$ cat src/csfc_pkg.sv
// Shared constants, types and the CRC-32C byte update for the trailer checker.
package csfc_pkg;

  localparam int unsigned TrailerBytes = 24;
  localparam int unsigned MagicEnd     = 8;
  localparam int unsigned SizeEnd      = 16;
  localparam int unsigned BodyEnd      = 20;
  localparam int unsigned CountMax     = 31;
  localparam int unsigned CntW         = 5;

  localparam int unsigned PaddrW = 4;
  localparam int unsigned PdataW = 64;

  localparam logic [PaddrW-1:0] RegMagicAddr = '0;

  localparam logic [31:0] CrcPoly = 32'h82F6_3B78;
  localparam logic [31:0] CrcInit = 32'hFFFF_FFFF;

  typedef enum logic [1:0] {
    StatusOk     = 2'd0,
    StatusLength = 2'd1,
    StatusMagic  = 2'd2,
    StatusCrc    = 2'd3
  } status_e;

  typedef struct packed {
    logic [7:0] data;
    logic       last;
  } tbyte_t;

  // Reflected CRC-32C update by one byte, one polynomial step per bit.
  function automatic logic [31:0] crc32c_byte(input logic [31:0] crc, input logic [7:0] b);
    logic [31:0] c;
    c = crc ^ {24'd0, b};
    for (int k = 0; k < 8; k++) begin
      if (c[0]) begin
        c = (c >> 1) ^ CrcPoly;
      end else begin
        c = c >> 1;
      end
    end
    return c;
  endfunction

endpackage

$ cat src/csfc_trailer_eval.sv
// Per-trailer state, byte-wide CRC and field capture, and the result register.
module csfc_trailer_eval (
  input  logic             clk_i,
  input  logic             rst_ni,
  input  logic [63:0]      magic_word_i,
  input  logic             item_vld_i,
  input  csfc_pkg::tbyte_t item_i,
  output logic             take_o,
  output logic             out_valid_o,
  input  logic             out_ready_i,
  output logic [1:0]       footer_status_o,
  output logic [63:0]      pack_size_o,
  output logic [31:0]      pack_crc_o
);

  localparam int unsigned CntW = csfc_pkg::CntW;

  logic [CntW-1:0] cnt_q, cnt_d;
  logic [31:0]     crc_q, crc_d;
  logic            magic_q, magic_d;
  logic [63:0]     size_q, size_d;
  logic [31:0]     body_q, body_d;
  logic [31:0]     self_q, self_d;

  csfc_pkg::status_e status;

  logic        out_vld_q;
  logic [1:0]  status_q;
  logic [63:0] psize_q;
  logic [31:0] pcrc_q;
  logic        emit;

  // A byte without the last mark produces no result, so it never waits.
  assign take_o = item_vld_i && (!item_i.last || !out_vld_q || out_ready_i);
  assign emit   = take_o && item_i.last;

  always_comb begin
    logic [CntW-1:0] p;
    p       = cnt_q;
    magic_d = magic_q;
    crc_d   = crc_q;
    size_d  = size_q;
    body_d  = body_q;
    self_d  = self_q;

    if (p < CntW'(csfc_pkg::MagicEnd)) begin
      if (magic_word_i[{p[2:0], 3'b000} +: 8] != item_i.data) begin
        magic_d = 1'b0;
      end
    end
    if (p < CntW'(csfc_pkg::BodyEnd)) begin
      crc_d = csfc_pkg::crc32c_byte(crc_q, item_i.data);
    end
    if (p >= CntW'(csfc_pkg::MagicEnd) && p < CntW'(csfc_pkg::SizeEnd)) begin
      size_d[{p[2:0], 3'b000} +: 8] = item_i.data;
    end else if (p >= CntW'(csfc_pkg::SizeEnd) && p < CntW'(csfc_pkg::BodyEnd)) begin
      body_d[{p[1:0], 3'b000} +: 8] = item_i.data;
    end else if (p >= CntW'(csfc_pkg::BodyEnd) && p < CntW'(csfc_pkg::TrailerBytes)) begin
      self_d[{p[1:0], 3'b000} +: 8] = item_i.data;
    end

    cnt_d = (p != CntW'(csfc_pkg::CountMax)) ? p + CntW'(1) : p;

    if (cnt_d != CntW'(csfc_pkg::TrailerBytes)) begin
      status = csfc_pkg::StatusLength;
    end else if (!magic_d) begin
      status = csfc_pkg::StatusMagic;
    end else if ((crc_d ^ csfc_pkg::CrcInit) != self_d) begin
      status = csfc_pkg::StatusCrc;
    end else begin
      status = csfc_pkg::StatusOk;
    end
  end

  // The marked last byte closes the candidate and returns the state to reset.
  always_ff @(posedge clk_i or negedge rst_ni) begin
    if (!rst_ni) begin
      cnt_q   <= '0;
      crc_q   <= csfc_pkg::CrcInit;
      magic_q <= 1'b1;
      size_q  <= '0;
      body_q  <= '0;
      self_q  <= '0;
    end else if (take_o) begin
      if (item_i.last) begin
        cnt_q   <= '0;
        crc_q   <= csfc_pkg::CrcInit;
        magic_q <= 1'b1;
        size_q  <= '0;
        body_q  <= '0;
        self_q  <= '0;
      end else begin
        cnt_q   <= cnt_d;
        crc_q   <= crc_d;
        magic_q <= magic_d;
        size_q  <= size_d;
        body_q  <= body_d;
        self_q  <= self_d;
      end
    end
  end

  always_ff @(posedge clk_i or negedge rst_ni) begin
    if (!rst_ni) begin
      out_vld_q <= 1'b0;
    end else if (emit) begin
      out_vld_q <= 1'b1;
    end else if (out_ready_i) begin
      out_vld_q <= 1'b0;
    end
  end

  always_ff @(posedge clk_i) begin
    if (emit) begin
      status_q <= status;
      psize_q  <= (status == csfc_pkg::StatusOk) ? size_d : '0;
      pcrc_q   <= (status == csfc_pkg::StatusOk) ? body_d : '0;
    end
  end

  assign out_valid_o     = out_vld_q;
  assign footer_status_o = status_q;
  assign pack_size_o     = psize_q;
  assign pack_crc_o      = pcrc_q;

endmodule

$ cat config.mk
export PLATFORM = sky130hd
export DESIGN_NAME = csfc_trailer_eval
export DESIGN_NICKNAME = d
export VERILOG_FILES = /design/src/csfc_pkg.sv /design/src/csfc_trailer_eval.sv
export SDC_FILE = /design/constraint.sdc
export NUM_CORES = 1
export LEC_CHECK = 0
export BUFFER_PORTS_ARGS = -buffer_cell sky130_fd_sc_hd__clkbuf_2
export CORE_MARGIN = 5
export CORE_UTILIZATION = 35
export CTS_CLUSTER_SIZE = 25
export DETAILED_ROUTE_END_ITERATION = 10
export PLACE_DENSITY = 0.62
export SLEW_MARGIN = 20
export SYNTH_ARGS = -nofsm -noshare
export SYNTH_HDL_FRONTEND = slang
export SYNTH_SLANG_ARGS = --single-unit
export TNS_END_PERCENT = 5
$ cat constraint.sdc
create_clock -name clk_i -period 5.15 [get_ports clk_i]
set_input_delay 0.7725 -clock clk_i [delete_from_list [all_inputs] [get_ports clk_i]]
set_output_delay 0.7725 -clock clk_i [all_outputs]
set_load 0.02 [all_outputs]
==> run_results.csv, run 1 <==
group,metric,value,unit
grt,grt_pass1_vias,12100,
final_layout,area_growth,16.5,%
synth,avgSynthCellArea,10.1,um2
synth,synthFlopType,"dfrtp_1",
final_layout,drive_above_1_share,0.219,
routing,antenna_left,0,
final_layout,fillers,4077,
synth,synth-seq-area-share,0.477,
final_layout,n_antenna_cell,0,
routing,drt-wirelength-per-cell,21.6,um
synth,synth_top_area_share,0.223,
grt,grt_use_total,0.195,
timing,slew_viol_final,0,
final_layout,multi_input_area,7380,um2
power_and_ir_drop,switching_share,0.378,
floorplan,die_width,217,um
clocking,insertion_delay,590,ps
clocking,post_cts_resized,0,
power_and_ir_drop,powerDensity,501,nW/um2
worst_setup_path,arrival,5000,ps
power_and_ir_drop,power.total,8760,uW
clocking,hold_buffers,0,
worst_setup_path,crit_type,"reg2reg",
clocking,cts_tree,"yes",
power_and_ir_drop,pwr-share-clk,0.243,
power_and_ir_drop,comb_power_share,0.458,
synth,syn_area,15000,um2
floorplan,num_rows,75,
worst_setup_path,cp_max_fo,98,
synth,synthTopCellsByArea,"dfrtp_1 (22%), edfxtp_1 (20%), dfstp_2 (5.8%)",
worst_setup_path,r2r-start,"cnt_q[0]$_DFFE_PN0P_",
clocking,max-clock-path-buffers,3,
clocking,post_cts.repair.setup_buffers,0,
final_layout,finalNetCount,1706,
worst_setup_path,worstSetupStartpointType,"register",
routing,route.final.wire_length,47200,um
routing,drc_errors,0,
routing,drtIter0Drc,890,
final_layout,layout_commonest_cell,"nand2_1",
worst_setup_path,r2r_slack,520,ps
clocking,clock_sinks,265,
grt,grt_pass1_wl,73400,um
timing,worst_pin_slew,998,ps
worst_setup_path,worst_ep_required_time,5530,ps
timing,period_share,0.898,
synth,async_flop_share,0.630,
floorplan,die-area,47100,um2
final_layout,mostFrequentLayoutCells,"nand2_1 (177), clkbuf_2 (175), a21oi_1 (147)",
outcome,status,"completed",
power_and_ir_drop,pwr-share-seq,0.299,
clocking,path_clk_slew,60,ps
routing,via_count,12200,
floorplan,initial_core_util,0.356,
synth,synth_edf_count,98,
power_and_ir_drop,peakVddDrop,0.314,mV
routing,dr.pass1.iters,5,
hold_path,hp-class,"in2async",
timing,max_slew_margin,0.334,
timing,min_period,4630,ps
timing,skew,24.6,ps
final_layout,final-seq-area,7160,um2
floorplan,die_h,217,um
place,io_buffers,176,
clocking,root_buffer,"clkbuf_16",
worst_setup_path,r2r_end,"pack_crc_o[27]$_SDFFCE_PP0P_",
worst_setup_path,r2r_cells,13,
timing,hold_viol_final,0,
timing,finalSetupTns,0,ps
worst_setup_path,critical_path.endpoint_type,"register",
place,dpl.hpwl,32800,um
timing,fmax,0.216,GHz
synth,ys_ff_latch,265,
place,gp_congestion,0.959,
power_and_ir_drop,power.leakage,0.00691,uW
floorplan,num_io_pins,177,
flow_run,cap_violations,0,
power_and_ir_drop,power_switching,3310,uW
timing,grt_setup_unrepaired,"no",
floorplan,core-area,42200,um2
power_and_ir_drop,p_int,5450,uW
clocking,htree_num_levels,1,
clocking,cts_buffers,30,
routing,vias_per_cell,5.60,
grt,antenna_found_initial,0,
synth,yosysUniqueCellTypes,64,
grt,grt_max_degree,113,
synth,ys.warnings.count,0,
grt,overflow,0,
synth,syn_nets,1569,
timing,setup_viol,0,
synth,syn_inst,1486,
synth,yosys.area.top_type,"dfrtp_1",
==> cell families after synthesis <==
family                     count (synthesis)  share of synthesized area
adders and majority gates                  6                    0.00500
xor gates and xnor gates                 140                      0.114
AOI/OAI and AO/OA                        360                      0.143
DFF                                      265                      0.477
buffers and inverters                    129                     0.0347
muxes                                     55                     0.0501
and+or+nand+nor                          531                      0.176
==> cell type report <==
cell class	instances	share of cell area
Clock buffer	44	0.0482
Clock inverter	12	0.00758
Inverter	15	0.00336
Multi-Input combinational cell	1092	0.422
Sequential cell	265	0.410
Tap cell	539	0.0386
Timing Repair Buffer	219	0.0707
==> power by group through the flow <==
stage / Combinational, uW / Sequential [uW] / Clock, uW
3_3_place_gp: 4000 / 2660 / 0
4_1_cts: 3980 / 2620 / 2170
6_report: 4010 / 2620 / 2130
2_1_floorplan: 2940 / 2610 / 0
5_1_grt: 4290 / 2640 / 2250
3_5_place_dp: 3940 / 2660 / 0
==> layer usage <==
layer / wire (um) / part of all wire / GRT usage
met4: 1040 / 0.022 / 0.0449
met2: 22400 / 0.48 / 0.314
met3: 2530 / 0.054 / 0.0240
met1: 21200 / 0.45 / 0.282
met5: 0 / 0 / 0
==> stage by stage <==
stage | hold WS [ps] | worst slack [ps] | cells | util | cell area [um2]
floorplan | 450 | 513 | 1486 | - | 15000
detailed placement | 469 | 437 | 2130 | 0.391 | 16500
global route | 408 | 344 | 2186 | 0.414 | 17500
CTS | 407 | 693 | 2186 | 0.414 | 17500
global placement | 461 | 493 | 2130 | 0.391 | 16500
finish | 330 | 524 | 2186 | 0.414 | 17500
==> worst max-delay path by stage <==
stage / from / endpoint / slack, ps / cells past startpoint
after detailed placement: item_i[7] / pack_size_o[39]$_SDFFCE_PP0P_ / 440 / 11
after global routing: cnt_q[0]$_DFFE_PN0P_ / pack_size_o[12]$_SDFFCE_PP0P_ / 340 / 13
after floorplan: cnt_q[0]$_DFFE_PN0P_ / footer_status_o[1]$_DFFE_PP_ / 510 / 18
final: cnt_q[0]$_DFFE_PN0P_ / pack_crc_o[27]$_SDFFCE_PP0P_ / 520 / 13
after global placement: item_i[7] / footer_status_o[1]$_DFFE_PP_ / 490 / 11
after CTS: cnt_q[0]$_DFFE_PN0P_ / pack_size_o[39]$_SDFFCE_PP0P_ / 690 / 13
==> cell usage after synthesis (all sizes together) (4+ instances only) <==
cell type and number:
nand2 179, a21oi 148, nor2 138, dfrtp 134
o21ai 119, nor4 99, edfxtp 98, clkbuf 97
xnor2 86, mux2i 38, dfstp 33, nand3 31
xor2 30, a22o 18, buf 17, a32o 16
mux4 16, nor3 16, xnor3 16, inv 15
nand4 12, o22a 12, a22oi 9, and2 9
and3 9, xor3 8, nor2b 7, a211oi 6
ha 6, nand4b 6, a2111oi 5, a31oi 5
nand2b 4, nand3b 4, nor3b 4, nor4bb 4
==> sequential cells by signal (all words and copies together), names as in the netlist <==
signal,flops
footer_status_o,2
size_q,64
crc_q,32
pack_size_o,64
pack_crc_o,32
self_q,32
body_q,32
out_valid_o,1
cnt_q,5
magic_q,1
==> worst max-delay path, cell delays in order, from the launching register on <==
cell and delay [ps]:
dfrtp_2 370, inv_1 130, ha_1 540, buf_4 250
nor2b_1 290, nor4bb_1 260, a21oi_1 190, xor2_1 190
or4_1 620, o21ai_0 180, o21ai_0 180, or4_4 460
buf_12 190, nor4_1 360
(Power assumes the default switching activity.)
==> inputs of run 2 (changes only) <==
Settings changed: CTS_BUF_LIST from default to sky130_fd_sc_hd__clkbuf_4 sky130_fd_sc_hd__clkbuf_8, MAX_ROUTING_LAYER from default to met4.
==> run_results.csv, run 2 (synthesized netlist as in run 1, its figures left out) <==
group,metric,value,unit
routing,drc_errors,0,
floorplan,num_rows,75,
place,gp_congestion,0.950,
final_layout,n_antenna_cell,0,
grt,grt_max_degree,99,
place,io_buffers,176,
place,dp_cells,2142,
clocking,max-clock-path-buffers,3,
clocking,hold_buffers,0,
worst_setup_path,arrival,5040,ps
clocking,post_cts_resized,0,
worst_setup_path,critical_path.endpoint_type,"register",
clocking,post_cts.repair.setup_buffers,0,
worst_setup_path,worst_ep_required_time,5510,ps
floorplan,num_io_pins,177,
routing,drt-wirelength-per-cell,21.7,um
timing,worst_pin_slew,985,ps
worst_setup_path,cp_max_fo,17,
timing,max_slew_margin,0.342,
flow_run,cap_violations,0,
routing,antenna_left,0,
worst_setup_path,max_stage_delay,730,ps
clocking,htree_num_levels,2,
grt,grt_pass1_wl,74500,um
power_and_ir_drop,peakVddDrop,0.284,mV
final_layout,finalNetCount,1735,
timing,grt_setup_unrepaired,"no",
clocking,clock_sinks,265,
clocking,root_buffer,"clkbuf_8",
final_layout,final_core_util,0.418,
final_layout,area_growth,17.5,%
routing,route.final.wire_length,48500,um
grt,overflow,0,
place,dpl.hpwl,33900,um
final_layout,drive_above_1_share,0.244,
floorplan,initial_core_util,0.356,
routing,drtIter0Drc,987,
timing,hold_viol_final,0,
worst_setup_path,worstSetupStartpointType,"register",
worst_setup_path,crit_type,"reg2reg",
timing,skew,30.9,ps
grt,antenna_found_initial,0,
worst_setup_path,slowest_stage,"or4_4",
timing,setup_viol,0,
floorplan,core-area,42200,um2
clocking,path_clk_slew,60,ps
power_and_ir_drop,powerDensity,503,nW/um2
hold_path,hp-class,"in2async",
routing,vias_per_cell,5.60,
timing,fmax,0.214,GHz
worst_setup_path,path_cells,"inv_1 -> ha_1 -> buf_4 -> nor2_1 -> buf_4 -> and2_1 -> a21oi_1 -> xnor2_1 -> a21oi_1 -> nor4_1 -> nand4_1 -> or4_4 -> nor4_1",
final_layout,mostFrequentLayoutCells,"nand2_1 (177), clkbuf_2 (175), a21oi_1 (147)",
final_layout,layout_commonest_cell,"nand2_1",
clocking,cts_tree,"yes",
outcome,status,"completed",
power_and_ir_drop,power.total,8870,uW
final_layout,stdcell_count,2230,
floorplan,die-area,47100,um2
final_layout,final_area,17600,um2
clocking,insertion_delay,640,ps
power_and_ir_drop,power.leakage,0.00702,uW
floorplan,die_width,217,um
timing,finalSetupTns,0,ps
place,postPlaceCellArea,16600,um2
routing,via_count,12500,
clocking,cts_buffers,47,
timing,min_period,4680,ps
timing,period_share,0.909,
routing,dr.pass1.iters,5,
grt,grt_pass1_vias,12200,
floorplan,die_h,217,um
timing,slew_viol_final,0,
grt,grt_use_total,0.207,
==> run 2: final cells by class <==
cell class	instances	area, um2
multi-input combinational	1092	7390
fill	4129	24600
timing repair buffer	231	1340
clock inverter	10	85.1
sequential	265	7160
clock buffer	78	936
tap	539	674
inverter	15	58.8
==> run 2: report_power, final <==
group	internal, uW	switching, uW	leakage (uW)
Combinational	1850	2250	0.00326
Clock	1200	936	0.000548
Sequential	2430	201	0.00322
==> run 2: metal layers <==
layer  track usage  share of wire
met2         0.315           0.46
met4        0.0718          0.032
met3        0.0327          0.066
met5             -              0
met1         0.283           0.44
==> run 2: worst max-delay path: cells and delay by family (launching register included) <==
kind	cells	cell delay, ps
XOR/XNOR	1	190
buffers and inverters	3	690
AO/OA/AOI/OAI	2	310
adder cells (fa/ha/maj)	1	400
flip-flops	1	410
AND/OR/NAND/NOR	6	2410
==> run 2: worst paths after layout <==
path	startpoint	endpoint	slack, ps	cells after the start
setup / recovery	cnt_q[0]$_DFFE_PN0P_	pack_crc_o[18]$_SDFFCE_PP0P_	470	13
hold / removal	rst_ni	size_q[61]$_DFFE_PN0P_	220	1
setup reg to reg	cnt_q[0]$_DFFE_PN0P_	pack_crc_o[18]$_SDFFCE_PP0P_	470	13
hold reg to reg	size_q[34]$_DFFE_PN0P_	size_q[34]$_DFFE_PN0P_	480	2
max in group asynchronous	rst_ni	size_q[4]$_DFFE_PN0P_	3730	2
min in group clk_i	out_ready_i	out_valid_o$_DFFE_PN0P_	430	3
==> run 2: stage by stage <==
step           hold WS [ps]  setup slack (ps)
6_report                222               466
3_3_place_gp            462               498
4_1_cts                 251               569
5_1_grt                 290               353
2_1_floorplan           450               513
3_5_place_dp            471               324
==> inputs of run 3 (changes only) <==
Settings changed: ABC_AREA from default to 1.
==> run_results.csv, run 3 <==
group,metric,value,unit
outcome,status,"completed",
grt,grt_pass1_vias,13700,
routing,vias_per_cell,5.32,
clocking,hold_buffers,0,
worst_setup_path,arrival,4590,ps
timing,skew,27.8,ps
timing,setup_viol,0,
timing,fin_ws,921,ps
clocking,cts_tree,"yes",
floorplan,num_io_pins,177,
final_layout,finalNetCount,2176,
synth,synth_top_area_share,0.224,
synth,synth-seq-area-share,0.478,
routing,drc_errors,0,
worst_setup_path,path_buf_inv,5,
timing,min_period,4230,ps
clocking,insertion_delay,600,ps
timing,finalSetupTns,0,ps
place,dp_slack,664,ps
worst_setup_path,max_stage_delay,440,ps
synth,synth_edf_count,98,
timing,whs,176,ps
place,gp_congestion,0.919,
synth,syn_inst,1939,
synth,avgSynthCellArea,7.72,um2
routing,antenna_left,0,
clocking,htree_num_levels,2,
final_layout,stdcell_count,2672,
final_layout,drive_above_1_share,0.190,
power_and_ir_drop,peakVddDrop,0.174,mV
grt,grt_max_degree,110,
worst_setup_path,path_cells,"buf_4 -> ha_1 -> inv_1 -> nor2_1 -> nand2_1 -> nand2_1 -> inv_1 -> nand2_1 -> nand2_1 -> inv_1 -> nand2_1 -> nor2_1 -> nand4_1 -> nor2_1 -> nand2_1 -> nor2_1 -> nand3_1 -> nor2_2 -> nand4_4 -> buf_12 -> nor3_1",
place,dpl.hpwl,37000,um
worst_setup_path,cp_common_cell,"nand2_1",
place,postPlaceCellArea,16400,um2
synth,synthFlopType,"dfrtp_1",
synth,syn_area,15000,um2
power_and_ir_drop,power.leakage,0.00768,uW
clocking,clock_sinks,265,
routing,drt-wirelength-per-cell,19.2,um
worst_setup_path,critical_path.endpoint_type,"register",
final_layout,area_growth,15.8,%
routing,dr.pass1.iters,6,
worst_setup_path,critical-path-top-delay-family,"simple AND/OR/NAND/NOR gates",
timing,max_slew_margin,0.252,
synth,ys.warnings.count,0,
final_layout,fillers,4292,
flow_run,cap_violations,0,
floorplan,die_h,217,um
floorplan,initial_core_util,0.355,
routing,drtIter0Drc,1466,
clocking,cts_buffers,47,
final_layout,mostFrequentLayoutCells,"nand2_1 (641), o21ai_0 (243), clkbuf_2 (175)",
final_layout,multi_input_area,6770,um2
worst_setup_path,crit_type,"reg2reg",
timing,worst_pin_slew,1120,ps
synth,synthTopCellsByArea,"dfrtp_1 (22%), edfxtp_1 (20%), nand2_1 (16%)",
clocking,post_cts_resized,0,
clocking,post_cts.repair.setup_buffers,0,
clocking,root_buffer,"clkbuf_8",
place,dp_cells,2583,
grt,grt_pass1_wl,80000,um
clocking,path_clk_slew,60,ps
timing,slew_viol_final,0,
timing,grt_setup_unrepaired,"no",
floorplan,die-area,47000,um2
grt,antenna_found_initial,1,
floorplan,die_width,217,um
synth,ys_ff_latch,265,
routing,via_count,14200,
clocking,max-clock-path-buffers,3,
synth,yosysUniqueCellTypes,43,
synth,async_flop_share,0.630,
worst_setup_path,worst_ep_required_time,5510,ps
synth,synthTopCellsByCount,"nand2_1 (641), o21ai_0 (243), dfrtp_1 (134), inv_1 (132), nand3_1 (130)",
timing,hold_viol_final,0,
final_layout,layout_commonest_cell,"nand2_1",
worst_setup_path,worstSetupStartpointType,"register",
floorplan,core-area,42100,um2
timing,fmax,0.236,GHz
final_layout,final_area,17300,um2
final_layout,final-seq-area,7160,um2
grt,grt_use_total,0.220,
synth,yosys.area.top_type,"dfrtp_1",
worst_setup_path,slowest_stage,"ha_1",
synth,syn_nets,2022,
routing,route.final.wire_length,51200,um
floorplan,num_rows,75,
worst_setup_path,cp_max_fo,97,
timing,period_share,0.821,
synth,yosysMostFrequentCell,"nand2_1",
grt,overflow,0,
place,io_buffers,176,
power_and_ir_drop,powerDensity,449,nW/um2
hold_path,hp-class,"in2async",
==> run 3: cell types whose count changed after synthesis, moves of 38 or more <==
cell / change
nand2_1: +462
o21ai_0: +129
a21oi_1: -124
inv_1: +117
nand3_1: +99
nor4_1: -79
xnor2_1: -75
o22ai_1: +69
nor3_1: +58
nor2_1: -53
mux2i_1: -38
==> run 3: final cells by class <==
class                      count  share of cell area
antenna                        1            0.000144
clock buffer                  65              0.0469
clock inverter                23             0.00909
inverter                     155              0.0340
multi-input combinational   1413               0.390
sequential                   265               0.413
tap                          539              0.0389
timing repair buffer         211              0.0677
==> run 3: power breakdown <==
part / leakage (uW) / internal [uW] / switching (uW)
combinational: 0.00400 / 905 / 2310
clock: 0.000520 / 1130 / 924
sequential: 0.00316 / 2380 / 141
==> run 3: per-stage QoR <==
stage,utilization,power [uW]
after CTS,0.412,7810
after detailed placement,0.389,5730
after global routing,0.412,8310
after global placement,0.389,5730
final,0.412,7790
after floorplan,-,4720
==> run 3: worst paths after layout <==
path                                   startpoint                     endpoint  slack (ps)  depth (start not counted)
max                          cnt_q[0]$_DFFE_PN0P_  pack_crc_o[3]$_SDFFCE_PP0P_         920                         21
min                                        rst_ni       size_q[41]$_DFFE_PN0P_         180                          1
max reg2reg                  cnt_q[0]$_DFFE_PN0P_  pack_crc_o[3]$_SDFFCE_PP0P_         920                         21
min reg2reg                size_q[23]$_DFFE_PN0P_       size_q[23]$_DFFE_PN0P_         480                          2
max in group asynchronous                  rst_ni        self_q[8]$_DFFE_PN0P_        3900                          2
min in group clk_i                    out_ready_i      out_valid_o$_DFFE_PN0P_         430                          2
==> run 3: cell families after synthesis <==
logic type / count (synthesis) / synth area share
XOR/XNOR: 23 / 0.0135
flip-flops: 265 / 0.478
buffers and inverters: 261 / 0.0718
AND/OR/NAND/NOR: 1015 / 0.298
adder cells (fa/ha/maj): 6 / 0.00501
AO/OA/AOI/OAI: 369 / 0.134
==> run 3: per-layer routing <==
metal | global-route usage | routed length (um) | vias up
met2 | 0.358 | 24500 | 493
li1 | - | - | 6805
met1 | 0.286 | 21900 | 6806
met3 | 0.0318 | 3130 | 99
met5 | - | 0 | -
met4 | 0.0687 | 1700 | 0
